### config.mk
export PLATFORM = sky130hd
export DESIGN_NAME = pcx_rle_pixel_decoder_unit
export DESIGN_NICKNAME = d
export VERILOG_FILES = /design/src/rtl/pcxrle_pkg.sv /design/src/rtl/pcxrle_ctrl.sv /design/src/rtl/pcxrle_dpath.sv /design/src/rtl/pcx_rle_pixel_decoder_unit.sv
export SDC_FILE = /design/constraint.sdc
export NUM_CORES = 1
export LEC_CHECK = 0
export BUFFER_PORTS_ARGS = -buffer_cell sky130_fd_sc_hd__buf_2
export CORE_MARGIN = 3
export CORE_UTILIZATION = 60
export CTS_BUF_LIST = sky130_fd_sc_hd__clkbuf_4
export CTS_CLUSTER_SIZE = 16
export DETAILED_ROUTE_END_ITERATION = 10
export PLACE_DENSITY = 0.8
export SYNTH_ARGS = -nofsm -noshare
export SYNTH_HDL_FRONTEND = slang
export SYNTH_SLANG_ARGS = --single-unit
### constraint.sdc
create_clock -name clock -period 6.13 [get_ports clock]
set_input_delay 0.9195 -clock clock [delete_from_list [all_inputs] [get_ports clock]]
set_output_delay 0.9195 -clock clock [all_outputs]
set_load 0.1 [all_outputs]
### src/rtl/pcxrle_pkg.sv
`timescale 1ns / 1ps

package pcxrle_pkg;

   localparam int REG_W  = 13;
   localparam int ADDR_W = 24;
   localparam int POS_W  = 12;
   localparam int RUN_W  = 6;
   localparam int IDX_W  = 2;

   localparam logic [1:0]       COUNT_MARK = 2'b11;
   localparam logic [RUN_W-1:0] RUN_MASK   = 6'h3F;

   localparam logic [IDX_W-1:0] CSR_IMAGE_WIDTH   = 2'd0;
   localparam logic [IDX_W-1:0] CSR_IMAGE_HEIGHT  = 2'd1;
   localparam logic [IDX_W-1:0] CSR_BUFFER_WIDTH  = 2'd2;
   localparam logic [IDX_W-1:0] CSR_BUFFER_HEIGHT = 2'd3;

   localparam logic [REG_W-1:0] RST_IMAGE_WIDTH   = 13'd320;
   localparam logic [REG_W-1:0] RST_IMAGE_HEIGHT  = 13'd200;
   localparam logic [REG_W-1:0] RST_BUFFER_WIDTH  = 13'd512;
   localparam logic [REG_W-1:0] RST_BUFFER_HEIGHT = 13'd512;

   typedef enum logic {
      ST_IDLE,
      ST_RUN
   } pcxrle_state_type;

   typedef struct packed {
      logic accept;
      logic emit;
   } pcxrle_cmd_type;

   typedef struct packed {
      logic run_start;
      logic slot_free;
      logic final_pixel;
   } pcxrle_stat_type;

endpackage

### src/rtl/pcxrle_ctrl.sv
`timescale 1ns / 1ps

module pcxrle_ctrl (
   input  logic                     clock,
   input  logic                     reset,
   input  logic                     req_valid,
   output logic                     req_stall,
   input  pcxrle_pkg::pcxrle_stat_type stat,
   output pcxrle_pkg::pcxrle_cmd_type  cmd
);
   import pcxrle_pkg::*;

   pcxrle_state_type state_ff, state_in;

   always_ff @(posedge clock) begin
      if (reset) begin
         state_ff <= ST_IDLE;
      end else begin
         state_ff <= state_in;
      end
   end

   always_comb begin
      state_in   = state_ff;
      cmd.accept = 1'b0;
      cmd.emit   = 1'b0;
      req_stall  = 1'b1;
      unique case (state_ff)
         ST_IDLE: begin
            req_stall  = 1'b0;
            cmd.accept = req_valid;
            if (req_valid && stat.run_start) begin
               state_in = ST_RUN;
            end
         end
         ST_RUN: begin
            cmd.emit = stat.slot_free;
            if (stat.slot_free && stat.final_pixel) begin
               state_in = ST_IDLE;
            end
         end
         default: begin
            state_in = ST_IDLE;
         end
      endcase
   end

endmodule

### src/rtl/pcxrle_dpath.sv
`timescale 1ns / 1ps

module pcxrle_dpath #(
   parameter int MAX_DIMENSION = 4096
) (
   input  logic                            clock,
   input  logic                            reset,
   input  logic                            csr_write_en,
   input  logic [pcxrle_pkg::IDX_W-1:0]    csr_index,
   input  logic [pcxrle_pkg::REG_W-1:0]    csr_wdata,
   input  logic [7:0]                      req_data_byte,
   input  logic                            req_start_image,
   input  logic                            rsp_stall,
   input  pcxrle_pkg::pcxrle_cmd_type      cmd,
   output pcxrle_pkg::pcxrle_stat_type     stat,
   output logic                            rsp_valid,
   output logic [7:0]                      rsp_pixel_value,
   output logic [pcxrle_pkg::POS_W-1:0]    rsp_x_pos,
   output logic [pcxrle_pkg::POS_W-1:0]    rsp_y_pos,
   output logic [pcxrle_pkg::ADDR_W-1:0]   rsp_write_address,
   output logic                            rsp_in_buffer,
   output logic                            rsp_last_of_run,
   output logic                            rsp_image_done
);
   import pcxrle_pkg::*;

   // dimension cap, saturated to what a register can hold
   localparam logic [REG_W-1:0] DIM_CAP =
      (MAX_DIMENSION >= (1 << REG_W) - 1) ? {REG_W{1'b1}} : REG_W'(MAX_DIMENSION);

   logic [REG_W-1:0]  img_w_ff, img_h_ff, buf_w_ff, buf_h_ff;
   logic [REG_W-1:0]  col_ff, col_in;
   logic [REG_W-1:0]  row_ff, row_in;
   logic [ADDR_W-1:0] base_ff, base_in;
   logic              await_ff, await_in;
   logic [RUN_W-1:0]  pending_ff, pending_in;
   logic [RUN_W-1:0]  remain_ff, remain_in;
   logic [7:0]        value_ff, value_in;

   logic              out_valid_ff, out_valid_in;
   logic [7:0]        out_value_ff, out_value_in;
   logic [POS_W-1:0]  out_x_ff, out_x_in;
   logic [POS_W-1:0]  out_y_ff, out_y_in;
   logic [ADDR_W-1:0] out_addr_ff, out_addr_in;
   logic              out_inbuf_ff, out_inbuf_in;
   logic              out_last_ff, out_last_in;
   logic              out_done_ff, out_done_in;

   logic [REG_W-1:0]  w_eff, h_eff;
   logic [REG_W-1:0]  dec_col, dec_row;
   logic [ADDR_W-1:0] dec_base;
   logic              dec_await;
   logic [RUN_W-1:0]  dec_pending;
   logic              blocked, is_count;

   logic [REG_W-1:0]  col_next, row_next;
   logic              row_wrap, img_end, last_pix;

   always_ff @(posedge clock) begin
      if (reset) begin
         img_w_ff <= RST_IMAGE_WIDTH;
         img_h_ff <= RST_IMAGE_HEIGHT;
         buf_w_ff <= RST_BUFFER_WIDTH;
         buf_h_ff <= RST_BUFFER_HEIGHT;
      end else if (csr_write_en) begin
         unique case (csr_index)
            CSR_IMAGE_WIDTH:   img_w_ff <= csr_wdata;
            CSR_IMAGE_HEIGHT:  img_h_ff <= csr_wdata;
            CSR_BUFFER_WIDTH:  buf_w_ff <= csr_wdata;
            CSR_BUFFER_HEIGHT: buf_h_ff <= csr_wdata;
            default: ;
         endcase
      end
   end

   assign w_eff = (img_w_ff > DIM_CAP) ? DIM_CAP : img_w_ff;
   assign h_eff = (img_h_ff > DIM_CAP) ? DIM_CAP : img_h_ff;

   // byte decode, with position cleared first on a new image
   always_comb begin
      dec_col     = req_start_image ? '0 : col_ff;
      dec_row     = req_start_image ? '0 : row_ff;
      dec_base    = req_start_image ? '0 : base_ff;
      dec_await   = req_start_image ? 1'b0 : await_ff;
      dec_pending = req_start_image ? '0 : pending_ff;
      blocked     = (w_eff == '0) || (h_eff == '0) || (dec_row >= h_eff);
      is_count    = (req_data_byte[7:6] == COUNT_MARK);
   end

   // next pixel position
   always_comb begin
      col_next = col_ff + REG_W'(1);
      row_wrap = (col_next >= w_eff);
      row_next = row_wrap ? row_ff + REG_W'(1) : row_ff;
      img_end  = (row_next >= h_eff);
      last_pix = (remain_ff == RUN_W'(1)) || img_end;
   end

   assign stat.run_start   = !blocked && (dec_await ? (dec_pending != '0) : !is_count);
   assign stat.slot_free   = !out_valid_ff || !rsp_stall;
   assign stat.final_pixel = last_pix;

   always_comb begin
      col_in     = col_ff;
      row_in     = row_ff;
      base_in    = base_ff;
      await_in   = await_ff;
      pending_in = pending_ff;
      remain_in  = remain_ff;
      value_in   = value_ff;

      out_valid_in = out_valid_ff && rsp_stall;
      out_value_in = out_value_ff;
      out_x_in     = out_x_ff;
      out_y_in     = out_y_ff;
      out_addr_in  = out_addr_ff;
      out_inbuf_in = out_inbuf_ff;
      out_last_in  = out_last_ff;
      out_done_in  = out_done_ff;

      if (cmd.accept) begin
         col_in     = dec_col;
         row_in     = dec_row;
         base_in    = dec_base;
         await_in   = dec_await;
         pending_in = dec_pending;
         if (!blocked) begin
            if (dec_await) begin
               await_in   = 1'b0;
               pending_in = '0;
               remain_in  = dec_pending;
               value_in   = req_data_byte;
            end else if (is_count) begin
               await_in   = 1'b1;
               pending_in = req_data_byte[RUN_W-1:0] & RUN_MASK;
            end else begin
               remain_in = RUN_W'(1);
               value_in  = req_data_byte;
            end
         end
      end

      if (cmd.emit) begin
         out_valid_in = 1'b1;
         out_value_in = value_ff;
         out_x_in     = col_ff[POS_W-1:0];
         out_y_in     = row_ff[POS_W-1:0];
         out_addr_in  = base_ff + ADDR_W'(col_ff);
         out_inbuf_in = (col_ff < buf_w_ff) && (row_ff < buf_h_ff);
         out_last_in  = last_pix;
         out_done_in  = img_end;
         remain_in    = remain_ff - RUN_W'(1);
         col_in       = row_wrap ? '0 : col_next;
         row_in       = row_next;
         base_in      = row_wrap ? base_ff + ADDR_W'(buf_w_ff) : base_ff;
      end
   end

   always_ff @(posedge clock) begin
      if (reset) begin
         col_ff       <= '0;
         row_ff       <= '0;
         base_ff      <= '0;
         await_ff     <= 1'b0;
         pending_ff   <= '0;
         remain_ff    <= '0;
         out_valid_ff <= 1'b0;
      end else begin
         col_ff       <= col_in;
         row_ff       <= row_in;
         base_ff      <= base_in;
         await_ff     <= await_in;
         pending_ff   <= pending_in;
         remain_ff    <= remain_in;
         out_valid_ff <= out_valid_in;
      end
   end

   always_ff @(posedge clock) begin
      value_ff     <= value_in;
      out_value_ff <= out_value_in;
      out_x_ff     <= out_x_in;
      out_y_ff     <= out_y_in;
      out_addr_ff  <= out_addr_in;
      out_inbuf_ff <= out_inbuf_in;
      out_last_ff  <= out_last_in;
      out_done_ff  <= out_done_in;
   end

   assign rsp_valid         = out_valid_ff;
   assign rsp_pixel_value   = out_value_ff;
   assign rsp_x_pos         = out_x_ff;
   assign rsp_y_pos         = out_y_ff;
   assign rsp_write_address = out_addr_ff;
   assign rsp_in_buffer     = out_inbuf_ff;
   assign rsp_last_of_run   = out_last_ff;
   assign rsp_image_done    = out_done_ff;

endmodule

### src/rtl/pcx_rle_pixel_decoder_unit.sv
`timescale 1ns / 1ps

// channel | direction | beat
// req     | in        | one compressed byte plus start_image flag
// rsp     | out       | one decoded pixel with position, address and flags
// csr     | in        | register write, index 0..3, no read-back
//
// A byte is taken while no run is being emitted; a literal gives one pixel, a
// count byte only sets the pending run, and its value byte gives up to n pixels.
// The run counter emits one pixel per cycle into the output register while rsp_stall is low.
// rsp_stall holds the run; req_stall is high while a run is being emitted.
// Reset loads the default dimensions and clears position and pending run.
module pcx_rle_pixel_decoder_unit #(
   parameter int MAX_DIMENSION = 4096
) (
   input  logic                          clock,
   input  logic                          reset,
   input  logic                          csr_write_en,
   input  logic [pcxrle_pkg::IDX_W-1:0]  csr_index,
   input  logic [pcxrle_pkg::REG_W-1:0]  csr_wdata,
   input  logic                          req_valid,
   output logic                          req_stall,
   input  logic [7:0]                    req_data_byte,
   input  logic                          req_start_image,
   output logic                          rsp_valid,
   input  logic                          rsp_stall,
   output logic [7:0]                    rsp_pixel_value,
   output logic [pcxrle_pkg::POS_W-1:0]  rsp_x_pos,
   output logic [pcxrle_pkg::POS_W-1:0]  rsp_y_pos,
   output logic [pcxrle_pkg::ADDR_W-1:0] rsp_write_address,
   output logic                          rsp_in_buffer,
   output logic                          rsp_last_of_run,
   output logic                          rsp_image_done
);
   import pcxrle_pkg::*;

   pcxrle_cmd_type  cmd;
   pcxrle_stat_type stat;

   pcxrle_ctrl u_ctrl (
      .clock     (clock),
      .reset     (reset),
      .req_valid (req_valid),
      .req_stall (req_stall),
      .stat      (stat),
      .cmd       (cmd)
   );

   pcxrle_dpath #(
      .MAX_DIMENSION (MAX_DIMENSION)
   ) u_dpath (
      .clock             (clock),
      .reset             (reset),
      .csr_write_en      (csr_write_en),
      .csr_index         (csr_index),
      .csr_wdata         (csr_wdata),
      .req_data_byte     (req_data_byte),
      .req_start_image   (req_start_image),
      .rsp_stall         (rsp_stall),
      .cmd               (cmd),
      .stat              (stat),
      .rsp_valid         (rsp_valid),
      .rsp_pixel_value   (rsp_pixel_value),
      .rsp_x_pos         (rsp_x_pos),
      .rsp_y_pos         (rsp_y_pos),
      .rsp_write_address (rsp_write_address),
      .rsp_in_buffer     (rsp_in_buffer),
      .rsp_last_of_run   (rsp_last_of_run),
      .rsp_image_done    (rsp_image_done)
   );

   a_done_ends_run: assert property (@(posedge clock) disable iff (reset)
      rsp_valid && rsp_image_done |-> rsp_last_of_run)
      else $error("image_done without last_of_run");

   a_run_continues: assert property (@(posedge clock) disable iff (reset)
      rsp_valid && !rsp_stall && !rsp_last_of_run |=> rsp_valid)
      else $error("run gap after a taken pixel");

   a_input_held_in_run: assert property (@(posedge clock) disable iff (reset)
      rsp_valid && !rsp_last_of_run |-> req_stall)
      else $error("byte taken while a run is open");

endmodule
==> results.cfg <==
[synth]
synth_ff_type = dfxtp_1
avgSynthCellArea_um2 = 9.502
synth_cells = 1050
yosysSeqAreaShare_pct = 43.64
yosysTopAreaCell = dfxtp_1
synth-edff-count = 67
yosys-top-cells-area = dfxtp_1, edfxtp_1, ha_1
synth_top_area_share_pct = 23.48
synth_nets = 1174
yosys_warnings = 0
async_reset_ff_share_pct = 0
synth_area_um2 = 9977
ys_types = 83
synth_seq_cells = 184

[floorplanning]
die_w_um = 135.0
start_util_pct = 62.13
die_h_um = 135.0
io_pins = 90
rows = 46
core-area_um2 = 16060
die-area_um2 = 18210

[clock_tree]
cts.sinks = 184
insertion_delay_ps = 600
clk_pin_slew_ps = 160
cts_setup_buffers = 0
cts_root_buf = clkbuf_4
cts_hold_buffers = 0
clockBufferDepth = 2
tritoncts = done
cts_buffers = 17
h-tree-depth = 4
cts_resized = 0

[route]
via_per_inst = 5.828
detail-route-antenna-nets = 0
first_iter_violations = 558
vias = 7885
wl_met2_um = 10190
m1WireLength_um = 10750
drt_pass1_iterations = 5
drc = 0
drt_wl_total_um = 22700
wl_per_cell_um = 16.77
top_layer = met4
route.met3.wl_um = 1441

[timing]
slew_viol_final = 0
timing.slew.headroom_pct = 35.95
min_period_ps = 4838
finalSetupViolCount = 0
fmax_mhz = 206.7
report.final.hold_viol_count = 0
post-route-period-util_pct = 78.93
finClkSkew_ps = 16.81
fin_tns_setup_ps = 0
rsz0062_at_grt = false
worst_pin_slew_ps = 960.2

[pwr]
power.total_mw = 2.613
power_density_nw_per_um2 = 240.9
vdd_drop_max_uv = 174.4
leakage_nw = 4.427

[cells_and_area]
area_delta_synth_final_pct = 8.703
instances_no_fill = 1353
layout-drive-gt1-share_pct = 14.17
finalNetCount = 1247
fin_util_pct = 67.54

[global_route]
grt.overflow.total = 0
grt_pass1_wl_um = 36920
grt_pass1_vias = 7373
grt_max_degree = 85
antenna_found_initial = 1
grtUsageTotal_pct = 25.38

[critical_path]
worstPathRequired_ps = 6500
worst-setup-path-type = reg2reg
reg2regPathDepth = 19
worst_path_largest_cell_delay_ps = 510
worst-path-max-fanout = 16
crit_path_end_kind = flip-flop
worstReg2RegStart = u_dpath.col_ff[0]
worst-r2r-setup-slack_ps = 1290
crit_arrival_ps = 5210
setup.worst_path.start = u_dpath.col_ff[0]
cp-start-kind = flip-flop
cpMostUsedCell = ha_1
crit_chain = ha_1 > and3_1 > nand2_1 > nor2_1 > nand3_1 > xnor2_1 > ha_1 > a21o_1 > a31oi_1 > nand3_1 > o21a_2 > and4_1 > xor2_1 > ha_1 > a211o_1 > o22a_1 > a21oi_1 > a31oi_1 > a31o_2
endpoint = u_dpath.rsp_last_of_run
cp_slowest_cell = dfxtp_1
r2r_end = u_dpath.rsp_last_of_run

[worst_hold_path]
worstHoldPathType = reg2reg

[place]
gp_congestion = 0.9621
numPortBuffers = 89
dp_hpwl_um = 16830
dp.cells = 1320

[flow_run]
cap_violations = 0

[run_status]
outcome = finished, final reports clean
## critical path: cells and delay by family (launching register included)
| kind | cells | cell delay (ps) |
|---|---|---|
| compound gates | 8 | 1750 |
| simple gates | 6 | 1180 |
| fa+ha+maj | 3 | 830 |
| flops | 1 | 510 |
| xor+xnor | 2 | 320 |
## metal layers
| layer | up-vias | track usage (%) |
|---|---|---|
| li1 | 3924 | - |
| met1 | 3705 | 36.52 |
| met2 | 228 | 40.05 |
| met3 | 28 | 4.061 |
| met4 | 0 | 7.055 |
| met5 | - | 0 |
## kinds of logic (layout without fill, tap and decap cells)
logic type      count (synthesis)  count (layout)  synth area share [%]
buf+inv                        86             172                 3.486
mux                             4               4                0.4389
simple gates                  368             368                 17.92
xor+xnor                       62              62                 5.518
compound gates                251             251                 16.93
flops                         184             184                 43.64
fa+ha+maj                      95              95                 12.06
other cells                     0               1                     0
## area by class of cell
class / instances / area (um2)
Multi-Input combinational cell: 780 / 5275
Fill cell: 1303 / 5213
Sequential cell: 184 / 4354
Timing Repair Buffer: 94 / 483.0
Tap cell: 216 / 270.3
Inverter: 46 / 173.9
Clock inverter: 15 / 158.9
Clock buffer: 17 / 127.6
Antenna cell: 1 / 2.502
## registers in the layout, indices dropped and copies added (netlist names), 6 cells and up
signal,cells
u_dpath.base_ff,24
u_dpath.rsp_write_address,24
u_dpath.buf_h_ff,13
u_dpath.buf_w_ff,13
u_dpath.col_ff,13
u_dpath.img_h_ff,13
u_dpath.img_w_ff,13
u_dpath.row_ff,13
u_dpath.rsp_x_pos,12
u_dpath.rsp_y_pos,12
u_dpath.rsp_pixel_value,8
u_dpath.value_ff,8
u_dpath.pending_ff,6
u_dpath.remain_ff,6
## Yosys cell counts, drive strengths merged (3+ instances only)
cell type    n
a22oi        7
ha          93
mux2         3
o31ai        6
a21boi       3
nor2        59
xnor2       42
and4         4
a21oi       91
dfxtp      117
edfxtp      67
o211ai       9
a211o        5
xor2        20
a31oi       19
a211oi       8
nand3       26
a21o        10
buf         13
nand4        8
a311oi       4
o21ai       35
clkbuf      27
nand3b       6
nor3        15
o21a         9
a22o        21
nand2      170
nor4        14
a41oi        4
nand2b      18
and3        14
or3          3
inv         45
nor2b       22
## where the power goes
part           leakage, nW  internal (mW)  switching, mW  total [mW]
clock                0.143          0.185          0.470       0.654
sequential            1.60           1.34         0.0344        1.38
combinational         2.69          0.101          0.479       0.580
total                 4.43           1.63          0.983        2.61
## worst min path at each step
stage | startpoint | to | slack [ps] | cells past startpoint
6_report | u_dpath.value_ff[3] | u_dpath.rsp_pixel_value[3] | 440 | 0
5_1_grt | req_data_byte[2] | u_dpath.value_ff[2] | 440 | 1
4_1_cts | u_dpath.value_ff[3] | u_dpath.rsp_pixel_value[3] | 440 | 0
3_5_place_dp | u_dpath.value_ff[3] | u_dpath.rsp_pixel_value[3] | 410 | 0
3_3_place_gp | u_dpath.value_ff[6] | u_dpath.rsp_pixel_value[6] | 400 | 0
2_1_floorplan | u_dpath.value_ff[0] | u_dpath.rsp_pixel_value[0] | 400 | 0
## cells in the final DEF, fill, tap and decap left out, types with 7 or more instances in the layout
cell	instances
nand4_1	8
nand2b_1	18
nand3_1	24
o21a_1	8
a21o_1	10
xnor2_1	42
nand2_1	170
clkbuf_4	17
a22oi_1	7
ha_1	93
buf_2	89
o211ai_1	7
inv_1	44
nor2_1	58
o21ai_0	33
a31oi_1	18
a21oi_1	90
edfxtp_1	67
dfxtp_1	117
a22o_1	21
nor4_1	8
nor3_1	13
nor2b_1	22
and3_1	13
xor2_1	19
## through the flow
step / instance area (um2) / worst slack (ps) / hold slack (ps)
final: 10850 / 1292 / 440.5
after CTS: 10840 / 1337 / 443.9
after detailed placement: 10560 / 1369 / 405.2
after global placement: 10560 / 1512 / 403.5
after floorplan: 9977 / 1854 / 400.3
after global routing: 10850 / 925.7 / 442.1
No activity file was read; power rests on OpenSTA's default activity.
